--- src/hdl/assert_macros.svh ---
// Assertion macros shared by the converter RTL.
// Uses the clk and rst_n names of the including module.
`ifndef ASSERT_MACROS_SVH
`define ASSERT_MACROS_SVH

// a implies b on the same edge
`define ASSERT_IMPL(label, a, b) \
    label: assert property (@(posedge clk) disable iff (!rst_n) ((a) |-> (b))) \
        else $error("assertion failed");

// condition never true
`define ASSERT_NEVER(label, c) \
    label: assert property (@(posedge clk) disable iff (!rst_n) !(c)) \
        else $error("assertion failed");

`endif

--- src/hdl/rgbhsv_pkg.sv ---
// Package for the RGB to HSV converter: transaction types and defaults.
// No dependencies.
package rgbhsv_pkg;
    localparam int HUE_FRAC_BITS_DEF = 6;
    localparam int SAT_FRAC_BITS_DEF = 15;

    typedef struct packed {
        logic [7:0] red;
        logic [7:0] green;
        logic [7:0] blue;
    } pixel_t;

    typedef struct packed {
        logic [14:0] hue;
        logic [15:0] saturation;
        logic [7:0]  brightness;
    } hsv_t;
endpackage

--- src/hdl/rgbhsv_prep.sv ---
// Input stage: max/min, hue and saturation dividends and divisors.
// Depends on rgbhsv_pkg.
module rgbhsv_prep
    import rgbhsv_pkg::*;
#(
    parameter int HF = HUE_FRAC_BITS_DEF,
    parameter int SF = SAT_FRAC_BITS_DEF,
    parameter int NW = 26
)
(
    input  logic          clk,
    input  logic          rst_n,
    input  logic          start,
    input  pixel_t        pixel,
    output logic          valid,
    output logic [7:0]    val,
    output logic [NW-1:0] hn,
    output logic [7:0]    hd,
    output logic [NW-1:0] sn,
    output logic [7:0]    sd
);
    logic [7:0] hi, lo, span;
    logic [8:0] base;
    logic signed [18:0] diff, num_s, num_w;
    logic [16:0] base_span;
    logic [NW-1:0] hn_next, sn_next;
    logic [7:0] hd_next, sd_next;
    logic valid_reg;
    logic [7:0] val_reg, hd_reg, sd_reg;
    logic [NW-1:0] hn_reg, sn_reg;

    always_comb
    begin
        hi = (pixel.red > pixel.green) ? pixel.red : pixel.green;
        lo = (pixel.red < pixel.green) ? pixel.red : pixel.green;
        if (pixel.blue > hi)
        begin
            hi = pixel.blue;
        end
        if (pixel.blue < lo)
        begin
            lo = pixel.blue;
        end
        span = hi - lo;
        if (pixel.red >= hi)
        begin
            base = 9'd0;
            diff = $signed({11'b0, pixel.green}) - $signed({11'b0, pixel.blue});
        end
        else if (pixel.green >= hi)
        begin
            base = 9'd120;
            diff = $signed({11'b0, pixel.blue}) - $signed({11'b0, pixel.red});
        end
        else
        begin
            base = 9'd240;
            diff = $signed({11'b0, pixel.red}) - $signed({11'b0, pixel.green});
        end
        base_span = 17'(base) * 17'(span);
        num_s = $signed({2'b0, base_span}) + 19'sd60 * diff;
        num_w = num_s;
        if (num_s < 0)
        begin
            num_w = num_s + $signed({2'b0, 17'(17'd360 * 17'(span))});
        end
        hn_next = (NW'(num_w[16:0]) << HF) + NW'(span >> 1);
        sn_next = (NW'(span) << SF) + NW'(hi >> 1);
        hd_next = (span == 8'd0) ? 8'd1 : span;
        sd_next = (hi == 8'd0) ? 8'd1 : hi;
    end

    always_ff @(posedge clk or negedge rst_n)
    begin
        if (!rst_n)
        begin
            valid_reg <= 1'b0;
        end
        else
        begin
            valid_reg <= start;
        end
    end

    always_ff @(posedge clk)
    begin
        val_reg <= hi;
        hn_reg  <= hn_next;
        sn_reg  <= sn_next;
        hd_reg  <= hd_next;
        sd_reg  <= sd_next;
    end

    assign valid = valid_reg;
    assign val   = val_reg;
    assign hn    = hn_reg;
    assign sn    = sn_reg;
    assign hd    = hd_reg;
    assign sd    = sd_reg;
endmodule

--- src/hdl/rgbhsv_cell.sv ---
// Divider cell: settles one quotient bit of the hue and saturation divisions.
// Depends on rgbhsv_pkg.
module rgbhsv_cell
    import rgbhsv_pkg::*;
#(
    parameter int NW = 26,
    parameter int QW = 16,
    parameter int K  = 0
)
(
    input  logic          clk,
    input  logic          rst_n,
    input  logic          valid_i,
    input  logic [7:0]    val_i,
    input  logic [NW-1:0] hn_i,
    input  logic [7:0]    hd_i,
    input  logic [NW-1:0] sn_i,
    input  logic [7:0]    sd_i,
    input  logic [QW-1:0] hq_i,
    input  logic [QW-1:0] sq_i,
    output logic          valid_o,
    output logic [7:0]    val_o,
    output logic [NW-1:0] hn_o,
    output logic [7:0]    hd_o,
    output logic [NW-1:0] sn_o,
    output logic [7:0]    sd_o,
    output logic [QW-1:0] hq_o,
    output logic [QW-1:0] sq_o
);
    localparam int CW = NW + QW + 8;

    logic [CW-1:0] hsh, ssh;
    logic [NW-1:0] hn_next, sn_next;
    logic [QW-1:0] hq_next, sq_next;
    logic valid_reg;
    logic [7:0] val_reg, hd_reg, sd_reg;
    logic [NW-1:0] hn_reg, sn_reg;
    logic [QW-1:0] hq_reg, sq_reg;

    always_comb
    begin
        hsh = CW'(hd_i) << K;
        ssh = CW'(sd_i) << K;
        hn_next = hn_i;
        hq_next = hq_i;
        sn_next = sn_i;
        sq_next = sq_i;
        if (CW'(hn_i) >= hsh)
        begin
            hn_next = hn_i - hsh[NW-1:0];
            hq_next[K] = 1'b1;
        end
        if (CW'(sn_i) >= ssh)
        begin
            sn_next = sn_i - ssh[NW-1:0];
            sq_next[K] = 1'b1;
        end
    end

    always_ff @(posedge clk or negedge rst_n)
    begin
        if (!rst_n)
        begin
            valid_reg <= 1'b0;
        end
        else
        begin
            valid_reg <= valid_i;
        end
    end

    always_ff @(posedge clk)
    begin
        val_reg <= val_i;
        hn_reg  <= hn_next;
        sn_reg  <= sn_next;
        hd_reg  <= hd_i;
        sd_reg  <= sd_i;
        hq_reg  <= hq_next;
        sq_reg  <= sq_next;
    end

    assign valid_o = valid_reg;
    assign val_o   = val_reg;
    assign hn_o    = hn_reg;
    assign sn_o    = sn_reg;
    assign hd_o    = hd_reg;
    assign sd_o    = sd_reg;
    assign hq_o    = hq_reg;
    assign sq_o    = sq_reg;
endmodule

--- src/hdl/rgb_to_hsv_converter.sv ---
// Throughput: one transaction per cycle; busy is always low.
// One divider cell per quotient bit sets the latency.
// Reset clears the valid chain; no result is produced until a new start.
// The receiver cannot stall: done is a single-cycle strobe.
// Top level of the RGB to HSV converter; depends on rgbhsv_pkg, rgbhsv_prep,
// rgbhsv_cell and assert_macros.svh.
`include "assert_macros.svh"
module rgb_to_hsv_converter
    import rgbhsv_pkg::*;
#(
    parameter int HUE_FRAC_BITS = HUE_FRAC_BITS_DEF,
    parameter int SAT_FRAC_BITS = SAT_FRAC_BITS_DEF
)
(
    input  logic   clk,
    input  logic   rst_n,
    input  logic   start,
    output logic   busy,
    input  pixel_t pixel,
    output logic   done,
    output hsv_t   result
);
    localparam int HQW = 9 + HUE_FRAC_BITS;
    localparam int SQW = SAT_FRAC_BITS + 1;
    localparam int QW  = (HQW > SQW) ? HQW : SQW;
    localparam int NWH = 18 + HUE_FRAC_BITS;
    localparam int NWS = 10 + SAT_FRAC_BITS;
    localparam int NW  = (NWH > NWS) ? NWH : NWS;
    localparam logic [QW-1:0] FULL_TURN = QW'(360) << HUE_FRAC_BITS;

    logic          v_c   [0:QW];
    logic [7:0]    val_c [0:QW];
    logic [NW-1:0] hn_c  [0:QW];
    logic [7:0]    hd_c  [0:QW];
    logic [NW-1:0] sn_c  [0:QW];
    logic [7:0]    sd_c  [0:QW];
    logic [QW-1:0] hq_c  [0:QW];
    logic [QW-1:0] sq_c  [0:QW];

    logic done_reg;
    hsv_t result_reg, result_next;

    rgbhsv_prep #(.HF(HUE_FRAC_BITS), .SF(SAT_FRAC_BITS), .NW(NW)) u_prep (
        .clk(clk), .rst_n(rst_n), .start(start), .pixel(pixel),
        .valid(v_c[0]), .val(val_c[0]), .hn(hn_c[0]), .hd(hd_c[0]),
        .sn(sn_c[0]), .sd(sd_c[0])
    );

    assign hq_c[0] = '0;
    assign sq_c[0] = '0;

    for (genvar i = 0; i < QW; i++)
    begin : g_cell
        rgbhsv_cell #(.NW(NW), .QW(QW), .K(QW - 1 - i)) u_cell (
            .clk(clk), .rst_n(rst_n),
            .valid_i(v_c[i]), .val_i(val_c[i]), .hn_i(hn_c[i]), .hd_i(hd_c[i]),
            .sn_i(sn_c[i]), .sd_i(sd_c[i]), .hq_i(hq_c[i]), .sq_i(sq_c[i]),
            .valid_o(v_c[i+1]), .val_o(val_c[i+1]), .hn_o(hn_c[i+1]),
            .hd_o(hd_c[i+1]), .sn_o(sn_c[i+1]), .sd_o(sd_c[i+1]),
            .hq_o(hq_c[i+1]), .sq_o(sq_c[i+1])
        );
    end

    always_comb
    begin
        result_next.hue        = (hq_c[QW] >= FULL_TURN) ? 15'd0 : 15'(hq_c[QW]);
        result_next.saturation = 16'(sq_c[QW]);
        result_next.brightness = val_c[QW];
    end

    always_ff @(posedge clk or negedge rst_n)
    begin
        if (!rst_n)
        begin
            done_reg <= 1'b0;
        end
        else
        begin
            done_reg <= v_c[QW];
        end
    end

    always_ff @(posedge clk)
    begin
        result_reg <= result_next;
    end

    assign busy   = 1'b0;
    assign done   = done_reg;
    assign result = result_reg;

    `ASSERT_IMPL(a_black_hue, done && (result.brightness == 8'd0), result.hue == 15'd0)
    `ASSERT_IMPL(a_black_sat, done && (result.brightness == 8'd0), result.saturation == 16'd0)
    `ASSERT_NEVER(a_hue_range, v_c[QW] && (hq_c[QW] > FULL_TURN))
endmodule
--- config.mk ---
export PLATFORM = sky130hd
export DESIGN_NAME = rgb_to_hsv_converter
export DESIGN_NICKNAME = d
export VERILOG_FILES = /design/src/hdl/rgbhsv_pkg.sv /design/src/hdl/rgbhsv_prep.sv /design/src/hdl/rgbhsv_cell.sv /design/src/hdl/rgb_to_hsv_converter.sv
export VERILOG_INCLUDE_DIRS = /design/src /design/src/hdl
export SDC_FILE = /design/constraint.sdc
export NUM_CORES = 2
export LEC_CHECK = 0
export BUFFER_PORTS_ARGS = -buffer_cell sky130_fd_sc_hd__buf_2
export CAP_MARGIN = 15
export CORE_MARGIN = 2
export CORE_UTILIZATION = 50
export DETAILED_ROUTE_END_ITERATION = 12
export PLACE_DENSITY = 0.74
export SETUP_SLACK_MARGIN = 0.02
export SLEW_MARGIN = 20
export SYNTH_ARGS = -nofsm -noshare
export SYNTH_HDL_FRONTEND = slang
export SYNTH_SLANG_ARGS = --single-unit
--- constraint.sdc ---
create_clock -name clk -period 4.24 [get_ports clk]
set_input_delay 0.212 -clock clk [delete_from_list [all_inputs] [get_ports clk]]
set_output_delay 0.212 -clock clk [all_outputs]
set_load 0.05 [all_outputs]
* Yosys cells after proc, flatten, opt, wreduce, memory -nomap -nowiden *
Index checks and enable logic that the tools add are counted.

cells by class
  $add $sub $neg = 38
  multiply operators = 3
  reductions and logical operators = 2
  $lt $le $gt $ge = 40
  mux-type cells = 41

operator list
  kind                                          count
  2-to-1 mux 25 bit                             30
  greater-or-equal comparator 25 x 10 -> 1 bit  2
  greater-or-equal comparator 25 x 11 -> 1 bit  2
  greater-or-equal comparator 25 x 12 -> 1 bit  2
  greater-or-equal comparator 25 x 13 -> 1 bit  2
  greater-or-equal comparator 25 x 14 -> 1 bit  2
  greater-or-equal comparator 25 x 15 -> 1 bit  2
  greater-or-equal comparator 25 x 16 -> 1 bit  2
  greater-or-equal comparator 25 x 17 -> 1 bit  2
  greater-or-equal comparator 25 x 18 -> 1 bit  2
  greater-or-equal comparator 25 x 19 -> 1 bit  2
  greater-or-equal comparator 25 x 20 -> 1 bit  2
  greater-or-equal comparator 25 x 21 -> 1 bit  2
  greater-or-equal comparator 25 x 22 -> 1 bit  2
  greater-or-equal comparator 25 x 23 -> 1 bit  2
  greater-or-equal comparator 25 x 8 -> 1 bit   2
  greater-or-equal comparator 25 x 9 -> 1 bit   2
  subtractor 25 x 10 -> 25 bit                  2
  subtractor 25 x 11 -> 25 bit                  2
  subtractor 25 x 12 -> 25 bit                  2
  subtractor 25 x 13 -> 25 bit                  2
  subtractor 25 x 14 -> 25 bit                  2
  subtractor 25 x 15 -> 25 bit                  2
  subtractor 25 x 16 -> 25 bit                  2
  26 further kinds                              48

storage, ports and cells
  word-level logic and storage cells = 288
  input bits = 27
  output and inout port bits = 41
  register bits after elaboration = 1,521

* Depth between registers and ports, before layout *
  depth in word-level cells = 12
  depth in mapped cells = 62

* Hierarchy *
A second synthesis with hierarchy kept.

second synthesis, totals
  cells, all modules = 6,162
  area, all modules = 67,370.9 µm²

modules (own cells, without submodules)
  module                           times used  area an instance (µm²)  seq. area each (µm²)  cells each
  rgbhsv_prep                      1           8,602.0                 965.9                 1,020
  rgbhsv_cell (g_cell[14].u_cell)  1           3,877.5                 2,147.1               369
  rgbhsv_cell (g_cell[15].u_cell)  1           3,873.7                 2,147.1               362
  rgbhsv_cell (g_cell[11].u_cell)  1           3,786.1                 2,147.1               348
  rgbhsv_cell (g_cell[12].u_cell)  1           3,772.4                 2,147.1               344
  rgbhsv_cell (g_cell[13].u_cell)  1           3,741.1                 2,147.1               340
  rgbhsv_cell (g_cell[10].u_cell)  1           3,678.5                 2,147.1               335
  rgbhsv_cell (g_cell[9].u_cell)   1           3,623.5                 2,147.1               324
  rgbhsv_cell (g_cell[6].u_cell)   1           3,575.9                 2,147.1               309
  rgbhsv_cell (g_cell[8].u_cell)   1           3,549.7                 2,147.1               316
  rgbhsv_cell (g_cell[5].u_cell)   1           3,528.4                 2,147.1               308
  rgbhsv_cell (g_cell[7].u_cell)   1           3,494.6                 2,147.1               301
  rgbhsv_cell (g_cell[3].u_cell)   1           3,488.3                 2,147.1               292
  rgbhsv_cell (g_cell[4].u_cell)   1           3,468.3                 2,147.1               284
  +4 rows                          n/a         n/a                     n/a                   n/a

* Least setup slack after synthesis *
No wires, ideal clock.

  kind = input to register
  from = input pixel[11] (netlist name)
  to = register u_prep.hn_reg[22] (netlist: u_prep.hn[22])
  setup time = 136 ps
  path slack = -7,364 ps
  buffers on the path = 4
  stages on the path = 58
  data arrival time = 11,468 ps
  path through = inv_1 > ha_1 > a21o_1 > a21oi_1 > a21oi_1 > o21ai_0 > clkbuf_1 > nor2_1 > a21oi_1 > ha_1 > a21o_1 > a21o_1 > a21o_1 > or2_2 > o21ai_0 > nand2_1 > a221o_1 > o32ai_2 > [... 22 more ...] > inv_1 > o21bai_1 > xor2_1 > ha_1 > o21a_1 > nor2_1 > o21bai_1 > a21oi_1 > xnor2_1 > ha_1 > a21oi_1 > o21ai_0 > a21o_1 > a21oi_1 > xnor2_1 > nor4b_1 > a221oi_1 > o21ai_0

between the ends
  cells in the longest elaborated chain, start to end = 12
  elaborated cells on any way between the ends = 25
  those cells by class = add/sub (6); mul (3); order compare (7); mux (9)

ends and longest elaborated chain
  element                                                                           line                                  RTL
  start, declared                                                                   rgb_to_hsv_converter.sv:19            input pixel_t pixel,
  > comparator 8 bit                                                                rgbhsv_prep.sv:34                     hi = (pixel.red > pixel.green) ? pixel.red : pixel.green;
  2-to-1 mux 8 bit (*)                                                              rgbhsv_prep.sv:34
  > comparator 8 bit                                                                rgbhsv_prep.sv:36                     if (pixel.blue > hi)
  2-to-1 mux 8 bit (*)                                                              rgbhsv_prep.sv:36
  named net u_prep.hi[4]                                                            rgbhsv_prep.sv:22                     logic [7:0] hi, lo, span;
  greater-or-equal comparator 8 bit                                                 rgbhsv_prep.sv:50                     else if (pixel.green >= hi)
  2-to-1 mux 19 bit / 2-to-1 mux 8 bit (equally long branches)                      rgbhsv_prep.sv:50
  2-to-1 mux 19 bit / 2-to-1 mux 8 bit (equally long branches)                      rgbhsv_prep.sv:45                     if (pixel.red >= hi)
  multiplier 5 x 19 -> 17 bit / multiplier 8 x 8 -> 16 bit (equally long branches)  rgbhsv_prep.sv:61, rgbhsv_prep.sv:60
  adder 17 x 19 -> 19 bit                                                           rgbhsv_prep.sv:61                     num_s = $signed({2'b0, base_span}) + 19'sd60 * diff;
  adder 17 bit / less-than comparator 19 x 1 -> 1 bit (equally long branches)       rgbhsv_prep.sv:65, rgbhsv_prep.sv:63
  2-to-1 mux 17 bit                                                                 rgbhsv_prep.sv:63                     if (num_s < 0)
  adder 23 x 7 -> 24 bit (*)                                                        rgbhsv_prep.sv:67                     hn_next = (NW'(num_w[16:0]) << HF) + NW'(span >> 1);
  named net u_prep.hn_next[22]                                                      rgbhsv_prep.sv:26                     logic [NW-1:0] hn_next, sn_next;
  end signal, assigned                                                              rgbhsv_prep.sv:88                     hn_reg <= hn_next;
  end, declared                                                                     rgbhsv_prep.sv:30                     logic [NW-1:0] hn_reg, sn_reg;

The timed path passes the listed nets; every way through them passes the cells marked *.
A chain may end at the register's enable or synchronous reset.

* Worst setup path after layout *
Same ends and word-level chain as after synthesis.

==> metrics.txt <==
# TYPE chip_impl_metric gauge
chip_impl_info{name="run_status",value="finished with violations"} 1
chip_impl_info{name="failed_checks",value="setup timing"} 1
chip_impl_metric{name="post-route-worst-setup-slack",unit="ps"} -5584
chip_impl_metric{name="nFillCells",unit=""} 8338
chip_impl_metric{name="synth_area_per_cell",unit="um2"} 10.31
chip_impl_metric{name="detail_route.iter0.violations",unit=""} 1410
chip_impl_info{name="mostFrequentLayoutCell",value="sky130_fd_sc_hd__dfxtp_1"} 1
chip_impl_metric{name="die-width",unit="um"} 329.9
chip_impl_info{name="critical_path_type",value="input port to flop"} 1
chip_impl_info{name="cp_slowest_cell",value="sky130_fd_sc_hd__fa_1"} 1
chip_impl_metric{name="number_of_clock_buffers_inserted_by_tritoncts",unit=""} 132
chip_impl_metric{name="io-pin-count",unit=""} 68
chip_impl_info{name="synth.top_cells.by_area",value="sky130_fd_sc_hd__dfxtp_1 51%, sky130_fd_sc_hd__ha_1 9.6%, sky130_fd_sc_hd__xnor2_1 4.8%"} 1
chip_impl_metric{name="cp_data_required_time",unit="ps"} 4820
chip_impl_metric{name="placement.io_buffers",unit=""} 66
chip_impl_metric{name="grt_overflow_total",unit=""} 0
chip_impl_metric{name="maxCapViolCount",unit=""} 0
chip_impl_metric{name="async_reset_ff_share",unit="%"} 1.318
chip_impl_metric{name="fin_cells",unit=""} 7183
chip_impl_info{name="postSynth.topFlopCell",value="sky130_fd_sc_hd__dfxtp_1"} 1
chip_impl_metric{name="seq_area_frac_synth",unit="%"} 51.65
chip_impl_metric{name="first_pass_grt_wire_length",unit="mm"} 167.1
chip_impl_metric{name="rows",unit=""} 119
chip_impl_info{name="mostFrequentLayoutCells",value="1348 x sky130_fd_sc_hd__dfxtp_1, 481 x sky130_fd_sc_hd__inv_1, 375 x sky130_fd_sc_hd__ha_1"} 1
chip_impl_metric{name="place.detailed.hpwl",unit="mm"} 75.67
chip_impl_metric{name="cts.path.max_buffers",unit=""} 3
chip_impl_metric{name="place.gp.congestion",unit=""} 0.9421
chip_impl_metric{name="postLayoutCellArea",unit="um2"} 63830
chip_impl_metric{name="max_stage_delay",unit="ps"} 530
chip_impl_metric{name="flow.area_growth_from_synthesis",unit="%"} 20.18
chip_impl_info{name="clockRootBuffer",value="sky130_fd_sc_hd__clkbuf_16"} 1
chip_impl_metric{name="vias",unit=""} 35670
chip_impl_metric{name="max-slew-margin-rel",unit="%"} 38.97
chip_impl_metric{name="tightest_slew",unit="ps"} 912.1
chip_impl_metric{name="post-synth-top-area-fraction",unit="%"} 50.80
chip_impl_metric{name="mappedNetlistNets",unit=""} 5664
chip_impl_metric{name="yosys_warnings",unit=""} 0
chip_impl_metric{name="flip_flop_count_of_the_largest_register_after_layout",unit=""} 367
chip_impl_metric{name="total_number_of_h_tree_levels",unit=""} 4
chip_impl_metric{name="vias_per_cell",unit=""} 4.965
chip_impl_metric{name="worst_clock_skew",unit="ps"} 17.27
chip_impl_metric{name="cts.clk_slew.worst_paths",unit="ps"} 70
chip_impl_info{name="synth_area_leader_cell",value="sky130_fd_sc_hd__dfxtp_1"} 1
chip_impl_metric{name="crit_arrival",unit="ps"} 10410
chip_impl_metric{name="finalSetupViolations",unit=""} 25
chip_impl_metric{name="die-height",unit="um"} 329.9
chip_impl_metric{name="grt_usage",unit="%"} 18.57
chip_impl_metric{name="grt_start_max_net_pins",unit=""} 22
chip_impl_metric{name="post_drt_wl_per_cell",unit="um"} 13.85
chip_impl_metric{name="antenna_violations_before_repair",unit=""} 2
chip_impl_info{name="worstHoldPathType",value="input port to flop"} 1
chip_impl_info{name="grt_setup_unrepaired",value="yes"} 1
chip_impl_metric{name="postRouteAntennaNets",unit=""} 0
chip_impl_metric{name="final_min_period_over_clock_period",unit="%"} 231.7
chip_impl_info{name="setup.worst_path.end_class",value="flop"} 1
chip_impl_metric{name="postSynthCellCount",unit=""} 5153
chip_impl_metric{name="via_count_of_the_first_global_routing_pass",unit=""} 37090
chip_impl_metric{name="die-area",unit="um2"} 108900
chip_impl_metric{name="synth_seq_cells",unit=""} 1366
chip_impl_metric{name="layout-drive-gt1-share",unit="%"} 15.56
chip_impl_metric{name="route.final.wire_length",unit="mm"} 99.52
chip_impl_metric{name="yosysUniqueCellTypes",unit=""} 81
chip_impl_metric{name="worst_skew_pair.late_latency",unit="ps"} 710
chip_impl_metric{name="post_dp_cell_area",unit="um2"} 57880
chip_impl_metric{name="drt-pass1-iter-count",unit=""} 5
chip_impl_metric{name="post-route-drc-count",unit=""} 0
chip_impl_metric{name="synth_area",unit="um2"} 53120
chip_impl_metric{name="final_report_hold_violation_count",unit=""} 0
chip_impl_metric{name="final_nets",unit=""} 6195
chip_impl_metric{name="fmaxAchievable",unit="MHz"} 101.8
chip_impl_info{name="clock_tree_from_tritoncts",value="built"} 1
chip_impl_metric{name="cts.sinks",unit=""} 1366
chip_impl_metric{name="finalWorstPathRequiredPeriod",unit="ps"} 9824
chip_impl_info{name="worst_setup_path_start_kind",value="input port"} 1
chip_impl_metric{name="effective_utilization_at_floorplan",unit="%"} 50.46
chip_impl_metric{name="synth_edf_count",unit=""} 0
chip_impl_metric{name="dp_cells",unit=""} 6880
chip_impl_metric{name="cp_max_fo",unit=""} 6
chip_impl_metric{name="placement.setup.worst_slack",unit="ps"} -6700
chip_impl_metric{name="drv_slew",unit=""} 0
chip_impl_metric{name="design.core.area",unit="um2"} 105300
critical path: cells and delay by family:
| kind | cells | cell delay [ps] |
|---|---|---|
| buf+inv | 9 | 840 |
| fa+ha+maj | 9 | 2880 |
| simple gates | 11 | 1440 |
| compound gates | 27 | 4500 |
| xor+xnor | 3 | 510 |
cells in the mapped netlist (all sizes together) (4+ instances only):
library cell	count
buf	11
nand3b	14
a21oi	291
and3	16
o41ai	4
o21a	23
nor3	98
clkbuf	57
xor2	184
a211o	11
o2111ai	4
nor4	93
nor3b	8
nor4b	15
or2	16
a211oi	16
nor2b	89
nand4b	20
a21boi	10
nand2b	115
xnor2	292
a31oi	16
or4	33
a21o	186
or3	36
o21bai	22
mux2	20
and2	47
mux2i	18
a2111oi	4
nand3	49
nor2	382
o31ai	20
o21ai	207
nand4	53
o211ai	6
dfxtp	1348
inv	511
and4	7
and4b	5
o311ai	4
fa	76
nand2	262
ha	408
dfrtp	18
logic make-up (layout without fill, tap and decap cells):
kind of cell	Yosys count	count (layout)	share of synthesized area [%]
AO/OA/AOI/OAI	846	847	9.882
XOR/XNOR	476	476	7.849
adder cells (fa/ha/maj)	484	484	12.47
buffers and inverters	579	1214	4.165
flip-flops	1366	1366	51.65
multiplexers	38	38	0.8715
other	1	2	0.007060
AND/OR/NAND/NOR	1363	1365	13.10
path summary, 6_finish.rpt:
kind,from,to,slack [ps],cells after the start
max reg2reg,g_cell[4].u_cell.sd_o[1],g_cell[5].u_cell.sn_o[24],470,16
min in group asynchronous,rst_n,g_cell[2].u_cell.valid_o,640,3
min,pixel[3],u_prep.sd[3],130,5
min reg2reg,g_cell[3].u_cell.hq_o[14],g_cell[4].u_cell.hq_o[14],310,0
max,pixel[11],u_prep.hn[22],-5580,59
max in group asynchronous,rst_n,g_cell[12].u_cell.valid_o,3110,3
per-layer routing:
layer	vias up	wire, um	track usage [%]
met5	-	0	0
met4	0	3469	7.451
met3	222	2837	2.804
met2	501	54560	37.65
met1	16570	38660	18.52
li1	18370	-	-
area by class of cell:
class	count	area, um2	share of cell area [%]
Antenna cell	1	2.502	0.003920
Clock inverter	46	706.9	1.107
Clock buffer	195	3902	6.114
Tap cell	1391	1740	2.726
Inverter	511	1938	3.036
Sequential cell	1366	27440	42.98
Multi-Input combinational cell	3211	24610	38.56
Timing Repair Buffer	462	3496	5.476
what timing repair did:
action	CTS	global route
hold buffers	5	0
endpoints found under the hold margin	21	0
buffers inserted	34	23
endpoints found under the setup margin	29	28
gates cloned	4	0
pin swaps	98	89
resized for setup	90	86
through the flow:
stage | TNS [ps] | hold slack (ps) | utilization [%]
final | -81250 | 134.4 | 60.64
after global routing | -88640 | 122.0 | 60.64
after CTS | -77590 | 58.01 | 60.11
after detailed placement | -111440 | 160.3 | 54.99
after global placement | -107100 | 142.5 | 54.99
after floorplan | -94540 | -83.59 | -
Power is not shown: default switching activity piles up to over one toggle a cycle in this logic, so the estimate is an artifact.
